--- src/fwsc_pkg.sv ---
// Shared types and constants for the word-sum frame receiver.
package fwsc_pkg;

  localparam int MIN_FRAME_LENGTH = 8;
  localparam int MAX_FRAME_LENGTH = 32;

  localparam logic [7:0] START_BYTE_RESET      = 8'hFE;
  localparam logic [7:0] STATION_ADDRESS_RESET = 8'h03;

  // Register select, taken from paddr[2]
  localparam logic REG_START_BYTE      = 1'b0;
  localparam logic REG_STATION_ADDRESS = 1'b1;

  typedef enum logic [1:0] {
    STATUS_OK          = 2'd0,
    STATUS_WRONG_DEST  = 2'd1,
    STATUS_BAD_SUM     = 2'd2,
    STATUS_BAD_LENGTH  = 2'd3
  } status_t;

  // What the back end has to do with one byte
  typedef enum logic [2:0] {
    KIND_START,
    KIND_LENGTH,
    KIND_BAD_LENGTH,
    KIND_BODY,
    KIND_SUM_HIGH,
    KIND_LAST
  } kind_t;

  // Header byte that must be captured, if any
  typedef enum logic [2:0] {
    FIELD_NONE,
    FIELD_ADDR,
    FIELD_CMD,
    FIELD_ARG1,
    FIELD_ARG2
  } field_t;

  typedef struct packed {
    kind_t      kind;
    field_t     field;
    logic       odd;
    logic [7:0] data;
    logic [7:0] length;
  } mid_item_t;

  typedef struct packed {
    status_t    status;
    logic [7:0] command;
    logic [7:0] arg1;
    logic [7:0] arg2;
    logic [7:0] length;
  } out_item_t;

  typedef struct packed {
    logic [7:0] byte_position;
    logic [7:0] expected_length;
  } front_state_t;

endpackage

--- src/frame_receiver_word_sum_check.sv ---
// Length-prefixed frame receiver with 16-bit word-sum check, top level.
// Throughput: one byte per cycle sustained while results are popped.
// A frame's last byte passes through the byte queue, then the result queue, before its status
// reaches the result ports and can be popped.
// Reset (rst, synchronous) empties both queues, returns to hunting for the start byte
// and loads start_byte 0xFE and station_address 0x03.
module frame_receiver_word_sum_check #(
  parameter int MID_QUEUE_DEPTH = 4,
  parameter int OUT_QUEUE_DEPTH = 2
) (
  input  logic        clk,
  input  logic        rst,
  input  logic        psel,
  input  logic        penable,
  input  logic        pwrite,
  input  logic [2:0]  paddr,
  input  logic [31:0] pwdata,
  output logic [31:0] prdata,
  output logic        pready,
  input  logic        push,
  output logic        full,
  input  logic [7:0]  rx_byte,
  output logic        empty,
  input  logic        pop,
  output logic [1:0]  frame_status,
  output logic [7:0]  command_code,
  output logic [7:0]  first_argument,
  output logic [7:0]  second_argument,
  output logic [7:0]  frame_length
);
  import fwsc_pkg::*;

  logic [7:0]   start_byte;
  logic [7:0]   station_address;
  logic         cfg_write;

  logic         front_valid;
  mid_item_t    front_item;
  front_state_t front_state;
  logic         mid_full;
  logic         mid_empty;
  logic         mid_pop;
  mid_item_t    mid_item;
  logic         out_push;
  logic         out_full;
  out_item_t    back_item;
  out_item_t    head_item;

  // Configuration port
  assign pready    = 1'b1;
  assign cfg_write = psel && penable && pwrite && pready;

  always_ff @(posedge clk) begin
    if (rst) begin
      start_byte      <= START_BYTE_RESET;
      station_address <= STATION_ADDRESS_RESET;
    end else if (cfg_write) begin
      case (paddr[2])
        REG_START_BYTE:      start_byte      <= pwdata[7:0];
        REG_STATION_ADDRESS: station_address <= pwdata[7:0];
        default:             ;
      endcase
    end
  end

  always_comb begin
    case (paddr[2])
      REG_START_BYTE:      prdata = {24'h0, start_byte};
      REG_STATION_ADDRESS: prdata = {24'h0, station_address};
      default:             prdata = '0;
    endcase
  end

  fwsc_front u_front (
    .clk         (clk),
    .rst         (rst),
    .start_byte  (start_byte),
    .push        (push),
    .rx_byte     (rx_byte),
    .q_full      (mid_full),
    .item_valid  (front_valid),
    .item        (front_item),
    .front_state (front_state)
  );

  assign full = mid_full;

  fwsc_queue #(
    .WIDTH ($bits(mid_item_t)),
    .DEPTH (MID_QUEUE_DEPTH)
  ) u_mid_queue (
    .clk       (clk),
    .rst       (rst),
    .push      (front_valid),
    .push_data (front_item),
    .full      (mid_full),
    .pop       (mid_pop),
    .pop_data  (mid_item),
    .empty     (mid_empty)
  );

  fwsc_back u_back (
    .clk             (clk),
    .rst             (rst),
    .station_address (station_address),
    .mid_empty       (mid_empty),
    .mid_item        (mid_item),
    .mid_pop         (mid_pop),
    .out_full        (out_full),
    .out_push        (out_push),
    .out_item        (back_item)
  );

  fwsc_queue #(
    .WIDTH ($bits(out_item_t)),
    .DEPTH (OUT_QUEUE_DEPTH)
  ) u_out_queue (
    .clk       (clk),
    .rst       (rst),
    .push      (out_push),
    .push_data (back_item),
    .full      (out_full),
    .pop       (pop),
    .pop_data  (head_item),
    .empty     (empty)
  );

  assign frame_status    = head_item.status;
  assign command_code    = head_item.command;
  assign first_argument  = head_item.arg1;
  assign second_argument = head_item.arg2;
  assign frame_length    = head_item.length;

  // Position counter never runs past the longest legal frame
  a_pos_in_range: assert property (@(posedge clk) disable iff (rst)
    front_state.byte_position < 8'(MAX_FRAME_LENGTH))
    else $error("byte position beyond maximum frame length");

  // In the body of a frame the length is legal and not yet reached
  a_body_consistent: assert property (@(posedge clk) disable iff (rst)
    front_state.byte_position >= 8'd2 |->
      (front_state.expected_length >= 8'(MIN_FRAME_LENGTH) &&
       front_state.byte_position < front_state.expected_length))
    else $error("byte position inconsistent with frame length");

  // Back end never produces a result into a full result queue
  a_no_result_drop: assert property (@(posedge clk) disable iff (rst)
    out_push |-> (!out_full && mid_pop))
    else $error("result produced while result queue full");

  // A bad-length status always came straight from the length byte
  a_bad_length_start: assert property (@(posedge clk) disable iff (rst)
    (out_push && back_item.status == STATUS_BAD_LENGTH) |=>
      $past(mid_item.kind == KIND_BAD_LENGTH))
    else $error("bad-length status from wrong byte class");

endmodule

--- src/fwsc_queue.sv ---
// Small first-in first-out queue built from registers.
module fwsc_queue #(
  parameter int WIDTH = 8,
  parameter int DEPTH = 4
) (
  input  logic             clk,
  input  logic             rst,
  input  logic             push,
  input  logic [WIDTH-1:0] push_data,
  output logic             full,
  input  logic             pop,
  output logic [WIDTH-1:0] pop_data,
  output logic             empty
);
  localparam int PTR_W = (DEPTH > 1) ? $clog2(DEPTH) : 1;
  localparam int CNT_W = $clog2(DEPTH + 1);

  logic [WIDTH-1:0] slots [DEPTH];
  logic [PTR_W-1:0] wr_ptr;
  logic [PTR_W-1:0] rd_ptr;
  logic [CNT_W-1:0] count;
  logic             do_push;
  logic             do_pop;

  assign full     = (count == CNT_W'(DEPTH));
  assign empty    = (count == '0);
  assign do_push  = push && !full;
  assign do_pop   = pop && !empty;
  assign pop_data = slots[rd_ptr];

  always_ff @(posedge clk) begin
    if (rst) begin
      wr_ptr <= '0;
      rd_ptr <= '0;
      count  <= '0;
    end else begin
      if (do_push) begin
        wr_ptr <= (wr_ptr == PTR_W'(DEPTH - 1)) ? '0 : wr_ptr + 1'b1;
      end
      if (do_pop) begin
        rd_ptr <= (rd_ptr == PTR_W'(DEPTH - 1)) ? '0 : rd_ptr + 1'b1;
      end
      case ({do_push, do_pop})
        2'b10:   count <= count + 1'b1;
        2'b01:   count <= count - 1'b1;
        default: count <= count;
      endcase
    end
  end

  always_ff @(posedge clk) begin
    if (do_push) begin
      slots[wr_ptr] <= push_data;
    end
  end

endmodule

--- src/fwsc_front.sv ---
// Front end: tracks the byte position in the frame and classifies each byte.
module fwsc_front (
  input  logic                   clk,
  input  logic                   rst,
  input  logic [7:0]             start_byte,
  input  logic                   push,
  input  logic [7:0]             rx_byte,
  input  logic                   q_full,
  output logic                   item_valid,
  output fwsc_pkg::mid_item_t    item,
  output fwsc_pkg::front_state_t front_state
);
  import fwsc_pkg::*;

  logic [7:0] byte_position;
  logic [7:0] byte_position_next;
  logic [7:0] expected_length;
  logic [7:0] expected_length_next;
  logic       accept;
  logic [8:0] pos_plus_two;

  assign accept       = push && !q_full;
  assign pos_plus_two = {1'b0, byte_position} + 9'd2;

  always_comb begin
    byte_position_next   = byte_position;
    expected_length_next = expected_length;
    item_valid           = 1'b0;
    item.kind            = KIND_BODY;
    item.field           = FIELD_NONE;
    item.odd             = byte_position[0];
    item.data            = rx_byte;
    item.length          = expected_length;

    if (byte_position == 8'd0) begin
      // hunt: drop everything but the start byte
      if (rx_byte == start_byte) begin
        item_valid         = accept;
        item.kind          = KIND_START;
        byte_position_next = 8'd1;
      end
    end else if (byte_position == 8'd1) begin
      item_valid  = accept;
      item.length = rx_byte;
      if (rx_byte < 8'(MIN_FRAME_LENGTH) || rx_byte > 8'(MAX_FRAME_LENGTH)) begin
        item.kind          = KIND_BAD_LENGTH;
        byte_position_next = 8'd0;
      end else begin
        item.kind            = KIND_LENGTH;
        expected_length_next = rx_byte;
        byte_position_next   = 8'd2;
      end
    end else begin
      item_valid = accept;
      case (byte_position)
        8'd2:    item.field = FIELD_ADDR;
        8'd5:    item.field = FIELD_CMD;
        8'd6:    item.field = FIELD_ARG1;
        8'd7:    item.field = FIELD_ARG2;
        default: item.field = FIELD_NONE;
      endcase
      if (pos_plus_two < {1'b0, expected_length}) begin
        item.kind          = KIND_BODY;
        byte_position_next = byte_position + 8'd1;
      end else if (pos_plus_two == {1'b0, expected_length}) begin
        item.kind          = KIND_SUM_HIGH;
        byte_position_next = byte_position + 8'd1;
      end else begin
        item.kind          = KIND_LAST;
        byte_position_next = 8'd0;
      end
    end
  end

  always_ff @(posedge clk) begin
    if (rst) begin
      byte_position   <= '0;
      expected_length <= '0;
    end else if (accept) begin
      byte_position   <= byte_position_next;
      expected_length <= expected_length_next;
    end
  end

  assign front_state.byte_position   = byte_position;
  assign front_state.expected_length = expected_length;

endmodule

--- src/fwsc_back.sv ---
// Back end: keeps the word sum and header fields and builds the frame status.
module fwsc_back (
  input  logic                clk,
  input  logic                rst,
  input  logic [7:0]          station_address,
  input  logic                mid_empty,
  input  fwsc_pkg::mid_item_t mid_item,
  output logic                mid_pop,
  input  logic                out_full,
  output logic                out_push,
  output fwsc_pkg::out_item_t out_item
);
  import fwsc_pkg::*;

  logic [15:0] running_sum;
  logic [15:0] running_sum_next;
  logic        address_matched;
  logic        address_matched_next;
  logic [7:0]  saved_command;
  logic [7:0]  saved_command_next;
  logic [7:0]  saved_first_arg;
  logic [7:0]  saved_first_arg_next;
  logic [7:0]  saved_second_arg;
  logic [7:0]  saved_second_arg_next;
  logic [7:0]  received_sum_high;
  logic [7:0]  received_sum_high_next;
  logic [15:0] sum_term;
  logic        take;

  assign take     = !mid_empty && !out_full;
  assign mid_pop  = take;
  // even positions are the high byte of a word
  assign sum_term = mid_item.odd ? {8'h00, mid_item.data} : {mid_item.data, 8'h00};

  always_comb begin
    running_sum_next       = running_sum;
    address_matched_next   = address_matched;
    saved_command_next     = saved_command;
    saved_first_arg_next   = saved_first_arg;
    saved_second_arg_next  = saved_second_arg;
    received_sum_high_next = received_sum_high;
    out_push               = 1'b0;
    out_item.status        = STATUS_OK;
    out_item.command       = saved_command;
    out_item.arg1          = saved_first_arg;
    out_item.arg2          = saved_second_arg;
    out_item.length        = mid_item.length;

    case (mid_item.field)
      FIELD_ADDR: address_matched_next  = (mid_item.data == station_address);
      FIELD_CMD:  saved_command_next    = mid_item.data;
      FIELD_ARG1: saved_first_arg_next  = mid_item.data;
      FIELD_ARG2: saved_second_arg_next = mid_item.data;
      default:    ;
    endcase

    case (mid_item.kind)
      KIND_START: begin
        running_sum_next       = sum_term;
        address_matched_next   = 1'b0;
        saved_command_next     = '0;
        saved_first_arg_next   = '0;
        saved_second_arg_next  = '0;
        received_sum_high_next = '0;
      end
      KIND_LENGTH, KIND_BODY: begin
        running_sum_next = running_sum + sum_term;
      end
      KIND_SUM_HIGH: begin
        received_sum_high_next = mid_item.data;
      end
      KIND_BAD_LENGTH: begin
        out_push         = take;
        out_item.status  = STATUS_BAD_LENGTH;
        out_item.command = '0;
        out_item.arg1    = '0;
        out_item.arg2    = '0;
      end
      KIND_LAST: begin
        out_push      = take;
        out_item.arg2 = saved_second_arg_next;
        if (!address_matched) begin
          out_item.status = STATUS_WRONG_DEST;
        end else if ({received_sum_high, mid_item.data} != running_sum) begin
          out_item.status = STATUS_BAD_SUM;
        end else begin
          out_item.status = STATUS_OK;
        end
      end
      default: ;
    endcase
  end

  always_ff @(posedge clk) begin
    if (rst) begin
      running_sum       <= '0;
      address_matched   <= 1'b0;
      saved_command     <= '0;
      saved_first_arg   <= '0;
      saved_second_arg  <= '0;
      received_sum_high <= '0;
    end else if (take) begin
      running_sum       <= running_sum_next;
      address_matched   <= address_matched_next;
      saved_command     <= saved_command_next;
      saved_first_arg   <= saved_first_arg_next;
      saved_second_arg  <= saved_second_arg_next;
      received_sum_high <= received_sum_high_next;
    end
  end

endmodule

--- config.mk ---
export PLATFORM = sky130hd
export DESIGN_NAME = frame_receiver_word_sum_check
export DESIGN_NICKNAME = d
export VERILOG_FILES = /design/src/fwsc_pkg.sv /design/src/frame_receiver_word_sum_check.sv /design/src/fwsc_queue.sv /design/src/fwsc_front.sv /design/src/fwsc_back.sv
export SDC_FILE = /design/constraint.sdc
export NUM_CORES = 1
export LEC_CHECK = 0
export ABC_AREA = 1
export BUFFER_PORTS_ARGS = -buffer_cell sky130_fd_sc_hd__buf_4
export CORE_MARGIN = 2
export CORE_UTILIZATION = 40
export CTS_BUF_LIST = sky130_fd_sc_hd__clkbuf_8
export DETAILED_ROUTE_END_ITERATION = 7
export REMOVE_ABC_BUFFERS = 1
export SYNTH_ARGS = -nofsm -noshare
export SYNTH_HDL_FRONTEND = slang
export SYNTH_SLANG_ARGS = --single-unit
--- constraint.sdc ---
create_clock -name clk -period 9.6 [get_ports clk]
set_clock_uncertainty 0.2 [all_clocks]
set_input_delay 1.44 -clock clk [delete_from_list [all_inputs] [get_ports clk]]
set_output_delay 1.44 -clock clk [all_outputs]
set_load 0.005 [all_outputs]
==> summary.md, run 1 <==
| Metric | Value |
|---|---|
| Status | `finished, final reports clean` |
| Worst reg2reg path endpoint | `u_out_queue.slots[1][4]$_DFFE_PP_` |
| Final Cell Area | `0.0141 mm²` |
| Synth top area cells | `edfxtp_1 38%, dfxtp_1 15%, nand2_1 8.9%, nor2_1 4.2%, o21ai_0 4.1%` |
| Switching Fraction | `between 30% and 40%` |
| Clock Path Buffers | `3` |
| Pin count of the biggest net entering global routing | `between 40 and 50` |
| DRC | `0` |
| CP Capture Type | `register` |
| Reg2Reg Depth | `9` |
| Area leader, netlist | `edfxtp_1` |
| Startpoint type of the worst setup path | `register` |
| CP arrival | `approximately 4.1 ns` |
| Final Hold Viols | `0` |
| Most frequent cell after synthesis | `nand2_1` |
| # IOs | `119` |
| Period utilisation layout | `43.2%` |
| Die height | `181 µm` |
| Final-report setup violation count | `0` |
| Max Fclk | `241 MHz` |
| Hold slack | `~0.25 ns` |
| Die Footprint | `0.0328 mm²` |
| Max-capacitance violation count | `0` |
| Max Fanout on Critical Path | `47` |
| Synth cell types | `54` |
| Drt initial violations | `634` |
| Diode count | `0` |
| Clock transition at path regs | `0.06 ns` |
| Final Non-Filler Cells | `~1900` |
| Root buffer cell | `clkbuf_8` |
| Vias in the first global route | `9038` |
| CTS tree | `done` |
| Post-synth top cells | `298 x nand2_1, 160 x edfxtp_1, 142 x nor2_1, 134 x inv_1, 103 x o21ai_0` |
| CTS H-Tree Depth | `2` |
| P&R area growth vs syn | `12.6%` |
| Final min period | `4.14 ns` |
| Grt total ovfl | `0` |
| Critical path class | `register to register` |
| Clock Power Share | `between 20% and 30%` |
| Asr flop ratio synth | `0%` |
| RSZ-0062 raised after global routing | `false` |
| NetSw | `1.40 mW` |
| Worst setup path endpoint | `u_out_queue.slots[1][4]$_DFFE_PP_` |
| Dpl cell area | `0.0133 mm²` |
| Vias per cell | `4.95` |
| Dpl cells | `1807` |
| Warnings from Yosys | `0` |
| Mapped Area | `0.0126 mm²` |
| Yosys top cell area share | `a little under two fifths` |
| Routed length per instance | `15.3 µm` |
| CTS Buf Count | `45` |
| Via count | `9352` |
| Fin util | `46.0%` |
| Worst Tran Pin Value | `1.05 ns` |
| Fin. max-slew vios | `0` |
| CORE AREA | `0.0307 mm²` |
| Site Rows | `64` |
| PD cells | `between 200 and 300 mW/mm²` |
| Mapped Cells | `1381` |
| Initial core utilization | `about two fifths` |
| Worst EP required | `9.57 ns` |
| Setup TNS | `0 ns` |
| Rel. slew slack | `between 20% and 30%` |
| Cts hold-fix bufs | `0` |
| Worst vdd ir | `between 0.1 and 0.15 mV` |
| DRT Pass-1 Iters | `5` |
| Final #Nets | `1545` |
| ANT nets after route | `0` |
| Final Wtd Congestion | `between 0.8 and 0.9` |
| CTS sink cnt | `~260` |
| EDFF count, synth | `160` |
| Flops & latches, synth | `255` |
| Initial antenna violation count | `0` |
| Flop pwr share | `approximately 37%` |
| Routed WL | `28.8 mm` |
| Worst Hold Class | `register to register` |
| Port Buffers | `67` |
| Average cell area after synthesis | `9.09 µm²` |
| Combinational Power Share | `36.2%` |
| Layout cells sized above 1 | `roughly 15%` |
| Die width | `181 µm` |
| Post-CTS Setup Repair Bufs | `0` |
| Post_cts resized | `0` |
| Total Routing Usage GR | `17.6%` |
| Main synth FF type | `edfxtp_1` |
| DP Wirelength | `19.1 mm` |
| Leak | `around 5.9 nW` |
| Reg2reg setup slack | `5.46 ns` |
| Seq/Total Area, Yosys | `53.4%` |
| First-pass GRT wire length | `about 46 mm` |
| Design internal power | `2.32 mW` |
| Latest clock arrival within the worst-skew pair | `approximately 0.55 ns` |
==> cell families (layout without fill, tap and decap cells) <==
logic type	Yosys count	in the layout	synth area share (%)
AO/OA/AOI/OAI	230	230	9.91
XOR/XNOR	27	27	1.88
adder cells (fa/ha/maj)	37	37	3.81
buffers and inverters	214	304	8.12
flip-flops	255	255	53.4
multiplexers	35	35	3.13
other	2	25	0.0598
AND/OR/NAND/NOR	581	581	19.7
==> per-layer routing <==
layer / global-route usage [%] / vias to the layer above / routed length, µm / part of all wire (%)
met3: 2.94 / 48 / 1620 / 5.6
met5: 0 / - / 0 / 0
met2: 29.3 / 260 / 13200 / 46
met1: 23.7 / 4315 / 13500 / 47
li1: - / 4729 / - / -
met4: 4.85 / 0 / 567 / 2.0
==> cell usage in the layout (no fill, tap or decap), types with 34 or more instances in the layout <==
cell / count
edfxtp_1: 160
nor2_1: 137
dfxtp_1: 95
o21ai_0: 103
nand3_1: 76
inv_1: 151
clkbuf_8: 50
nand2_1: 298
mux2_2: 34
ha_1: 35
buf_4: 75
a21oi_1: 87
==> worst min path at each step <==
stage	startpoint	endpoint	slack [ns]	depth (start not counted)
after global placement	u_out_queue.rd_ptr$_SDFFE_PP0P_	register	0.24	1
final	u_mid_queue.count[0]$_SDFFE_PP0P_	u_mid_queue.count[0]$_SDFFE_PP0P_	0.25	1
after detailed placement	u_mid_queue.count[0]$_SDFFE_PP0P_	u_mid_queue.count[0]$_SDFFE_PP0P_	0.25	1
after CTS	u_mid_queue.count[0]$_SDFFE_PP0P_	u_mid_queue.count[0]$_SDFFE_PP0P_	0.26	1
after floorplan	u_mid_queue.count[0]$_SDFFE_PP0P_	u_mid_queue.count[0]$_SDFFE_PP0P_	0.23	1
after global routing	u_mid_queue.count[0]$_SDFFE_PP0P_	u_mid_queue.count[0]$_SDFFE_PP0P_	0.28	1
==> flip-flops by register name, summed over array words and instances, names as in the netlist, named ones only <==
signal,count
u_front.expected_length,8
u_mid_queue.rd_ptr,2
u_mid_queue.wr_ptr,2
u_back.running_sum,16
u_mid_queue.slots,92
u_back.saved_first_arg,8
u_out_queue.count,2
u_back.received_sum_high,8
u_back.address_matched,1
u_back.saved_command,8
start_byte,8
u_out_queue.slots,68
u_out_queue.wr_ptr,1
u_out_queue.rd_ptr,1
station_address,8
u_back.saved_second_arg,8
u_front.byte_position,8
u_mid_queue.count,3
==> critical path, stage by stage, from the launching register on <==
cell and delay (ns):
dfxtp_1 0.31, buf_4 0.43, inv_2 0.46, o21ai_2 0.31, nand2_4 0.15, inv_2 0.08, nand4_2 0.42, nand2_1 0.28
nand2_1 0.21, nor2_4 0.85
==> area by class of cell <==
class,instances,area [µm²]
clock buffers,50,688
inverters,146,548
clock inverters,33,200
well taps,396,495
repair buffers,75,563
flip-flops and latches,255,6710
multi-input cells,935,4940
fillers,3002,16600
==> metrics by stage <==
| step | power (mW) | setup WS, ns |
|---|---|---|
| CTS | 3.76 | 5.40 |
| finish | 3.72 | 5.46 |
| global placement | 2.74 | 5.43 |
| floorplan | 2.32 | 4.98 |
| global route | 3.98 | 5.13 |
| detailed placement | 2.77 | 5.41 |
==> power groups by stage <==
stage	sequential, mW	combinational [mW]	clock, mW
5_1_grt	1.40	1.52	1.06
4_1_cts	1.39	1.36	1.01
3_3_place_gp	1.41	1.33	0
6_report	1.39	1.35	0.986
3_5_place_dp	1.41	1.35	0
2_1_floorplan	1.43	0.888	0
Power figures use the tool's default switching activity.
==> run 2: changes to the inputs <==
Clock period 9.6 ns to 3.9 ns, I/O delays scaled along.
==> summary.md, run 2 (synthesis gave the netlist of run 1 again) <==
| Metric | Value |
|---|---|
| Initial antenna violation count | `0 (unchanged)` |
| CTS tree | `done` |
| Worst Hold Class | `input port to register` |
| Die width | `181 µm (unchanged)` |
| Max Fanout on Critical Path | `13 (-72%)` |
| Largest regs | `u_mid_queue.slots (92), u_out_queue.slots (68), u_back.running_sum (16)` |
| Pin count of the biggest net entering global routing | `47 (-2.1%)` |
| Port Buffers | `67 (unchanged)` |
| Latest clock arrival within the worst-skew pair | `0.56 ns (about the same)` |
| Grt total ovfl | `0 (unchanged)` |
| Post_cts resized | `0 (unchanged)` |
| ANT nets after route | `0 (unchanged)` |
| Critical path class | `register to register` |
| Initial core utilization | `40.8% (unchanged)` |
| CTS Buf Count | `45 (unchanged)` |
| Delay-heaviest family, CP | `simple AND/OR/NAND/NOR gates` |
| Post-CTS Setup Repair Bufs | `0 (unchanged)` |
| CP arrival | `3.60 ns (-0.51 ns)` |
| Final #Nets | `1556 (+0.71%)` |
| Dpl ws | `0.591 ns (-4.82 ns)` |
| Max Fclk | `294 MHz (+22%)` |
| Worst EP required | `4.10 ns (-5.47 ns)` |
| Clock transition at path regs | `0.06 ns (about the same)` |
| CORE AREA | `0.0307 mm² (unchanged)` |
| Startpoint type of the worst setup path | `register` |
| Die Footprint | `0.0328 mm² (unchanged)` |
| Die height | `181 µm (unchanged)` |
| Final Cell Area | `0.0142 mm² (+0.64%)` |
| Met1 Use GR | `24.5% (+0.77 points)` |
| Drt initial violations | `593 (-6.5%)` |
| Worst vdd ir | `0.309 mV (+170%)` |
| Total Routing Usage GR | `17.6% (+0.041 points)` |
| Routed WL | `28.8 mm (-0.25%)` |
| Rel. slew slack | `42.8% (+13 points)` |
| Final Hold Viols | `0 (unchanged)` |
| Top reg by flops | `u_mid_queue.slots` |
| Via count | `9322 (-0.32%)` |
| Crit path largest cell delay | `0.59 ns (-0.26 ns)` |
| Max-capacitance violation count | `0 (unchanged)` |
| Fin. max-slew vios | `0 (unchanged)` |
| Met3 Track Usage GR | `2.76% (-0.18 points)` |
| Worst setup margin | `0.500 ns (-4.96 ns)` |
| Fill cells | `2995 (-0.23%)` |
| Clock Path Buffers | `3 (unchanged)` |
| CTS H-Tree Depth | `2 (unchanged)` |
| Final min period | `3.40 ns (-0.744 ns)` |
| Layout cells sized above 1 | `15.3% (+0.75 points)` |
| Site Rows | `64 (unchanged)` |
| Final-report setup violation count | `0 (unchanged)` |
| # IOs | `119 (unchanged)` |
| Vias in the first global route | `8974 (-0.71%)` |
| Crit path top cell by count | `nand2_1` |
| DP Wirelength | `19.6 mm (+2.3%)` |
| CTS sink cnt | `255 (unchanged)` |
| CP max-delay cell | `dfxtp_1` |
| Status | `finished, final reports clean` |
| First-pass GRT wire length | `46.6 mm (+0.25%)` |
| Final Wtd Congestion | `0.885 (about the same)` |
| Routed length per instance | `15.1 µm (-0.88%)` |
| DRT Pass-1 Iters | `5 (unchanged)` |
| Dpl cell area | `0.0133 mm² (+0.62%)` |
| GR peak layer | `met2` |
| Root buffer cell | `clkbuf_8` |
| Leak | `6.00 nW (+0.91%)` |
| RSZ-0062 raised after global routing | `false` |
| Vias per cell | `4.90 (-0.95%)` |
| Critical-path cell list | `inv_2 -> nand2_1 -> nand3_1 -> nand2_1 -> buf_4 -> nor2_1 -> ha_1 -> fa_1 -> nand3_1 -> nand2_1 -> inv_1 -> o21bai_1 -> nand2_1 -> nand2_1 -> nand2_1 -> nand3_1 -> nand2_1 -> a21oi_1` |
| DRC | `0 (unchanged)` |
| M2 GR Usage | `28.9% (-0.43 points)` |
| WP buf/inv | `3 (unchanged)` |
| Most common cell after layout, fill and taps aside | `nand2_1` |
| Most frequent cells in the layout | `298 x nand2_1, 160 x edfxtp_1, 152 x inv_1` |
| P&R area growth vs syn | `13.3%` |
| Diode count | `0 (unchanged)` |
| Period utilisation layout | `87.2% (+44 points)` |
| CP Capture Type | `register` |
| Worst Tran Pin Value | `0.850 ns (-0.199 ns)` |
| Max reg flops | `92 (unchanged)` |
| PD cells | `647 mW/mm² (+150%)` |
| Cts hold-fix bufs | `0 (unchanged)` |
==> run 2: changes by cell type in the layout (fill, tap and decap cells not counted), sizes merged <==
cell / change
buf: +11
clkinv: -1
clkinvlp: +2
==> run 2: final cells by class <==
cell class                 count  area [µm²]  area share, %
timing repair buffer          86         646           4.54
clock inverter                34         208           1.46
clock buffer                  50         688           4.84
tap                          396         495           3.48
inverter                     146         548           3.85
sequential                   255        6710           47.1
multi-input combinational    935        4940           34.7
==> run 2: stage by stage <==
step	instances	setup TNS [ns]	power, mW	hold WS, ns	utilization, %
3_3_place_gp	1818	0	6.79	0.237	43.4
3_5_place_dp	1818	0	6.85	0.240	43.4
2_1_floorplan	1336	-30.29	5.71	0.225	-
5_1_grt	1902	0	9.87	0.0405	46.3
4_1_cts	1902	0	9.29	0.0326	46.3
6_report	1902	0	9.20	0.0572	46.3
==> run 2: worst paths after layout <==
check | startpoint | endpoint | slack, ns | depth (start not counted)
min | pwdata[3] | start_byte[3]$_SDFFE_PP1P_ | 0.06 | 3
max | register | u_back.running_sum[14]$_SDFFE_PP0P_ | 0.50 | 18
min reg2reg | u_out_queue.rd_ptr$_SDFFE_PP0P_ | register | 0.25 | 1
max reg2reg | register | u_back.running_sum[14]$_SDFFE_PP0P_ | 0.50 | 18
==> run 2: where the power goes <==
group / switching (mW) / leakage, nW / internal (mW)
logic: 2.16 / 3.29 / 1.18
clock network: 1.10 / 0.522 / 1.32
registers: 0.167 / 2.19 / 3.27
==> run 2: tightest hold or removal path: cells and delay by family <==
kind | cells | cell delay (ns)
buffers and inverters | 1 | 0.09
AND/OR/NAND/NOR | 2 | 0.10
==> run 2: routing by layer <==
metal	wire length [µm]	up-vias
met1	14000	4324
met4	431	0
li1	-	4741
met2	13100	221
met3	1240	36
met5	0	-
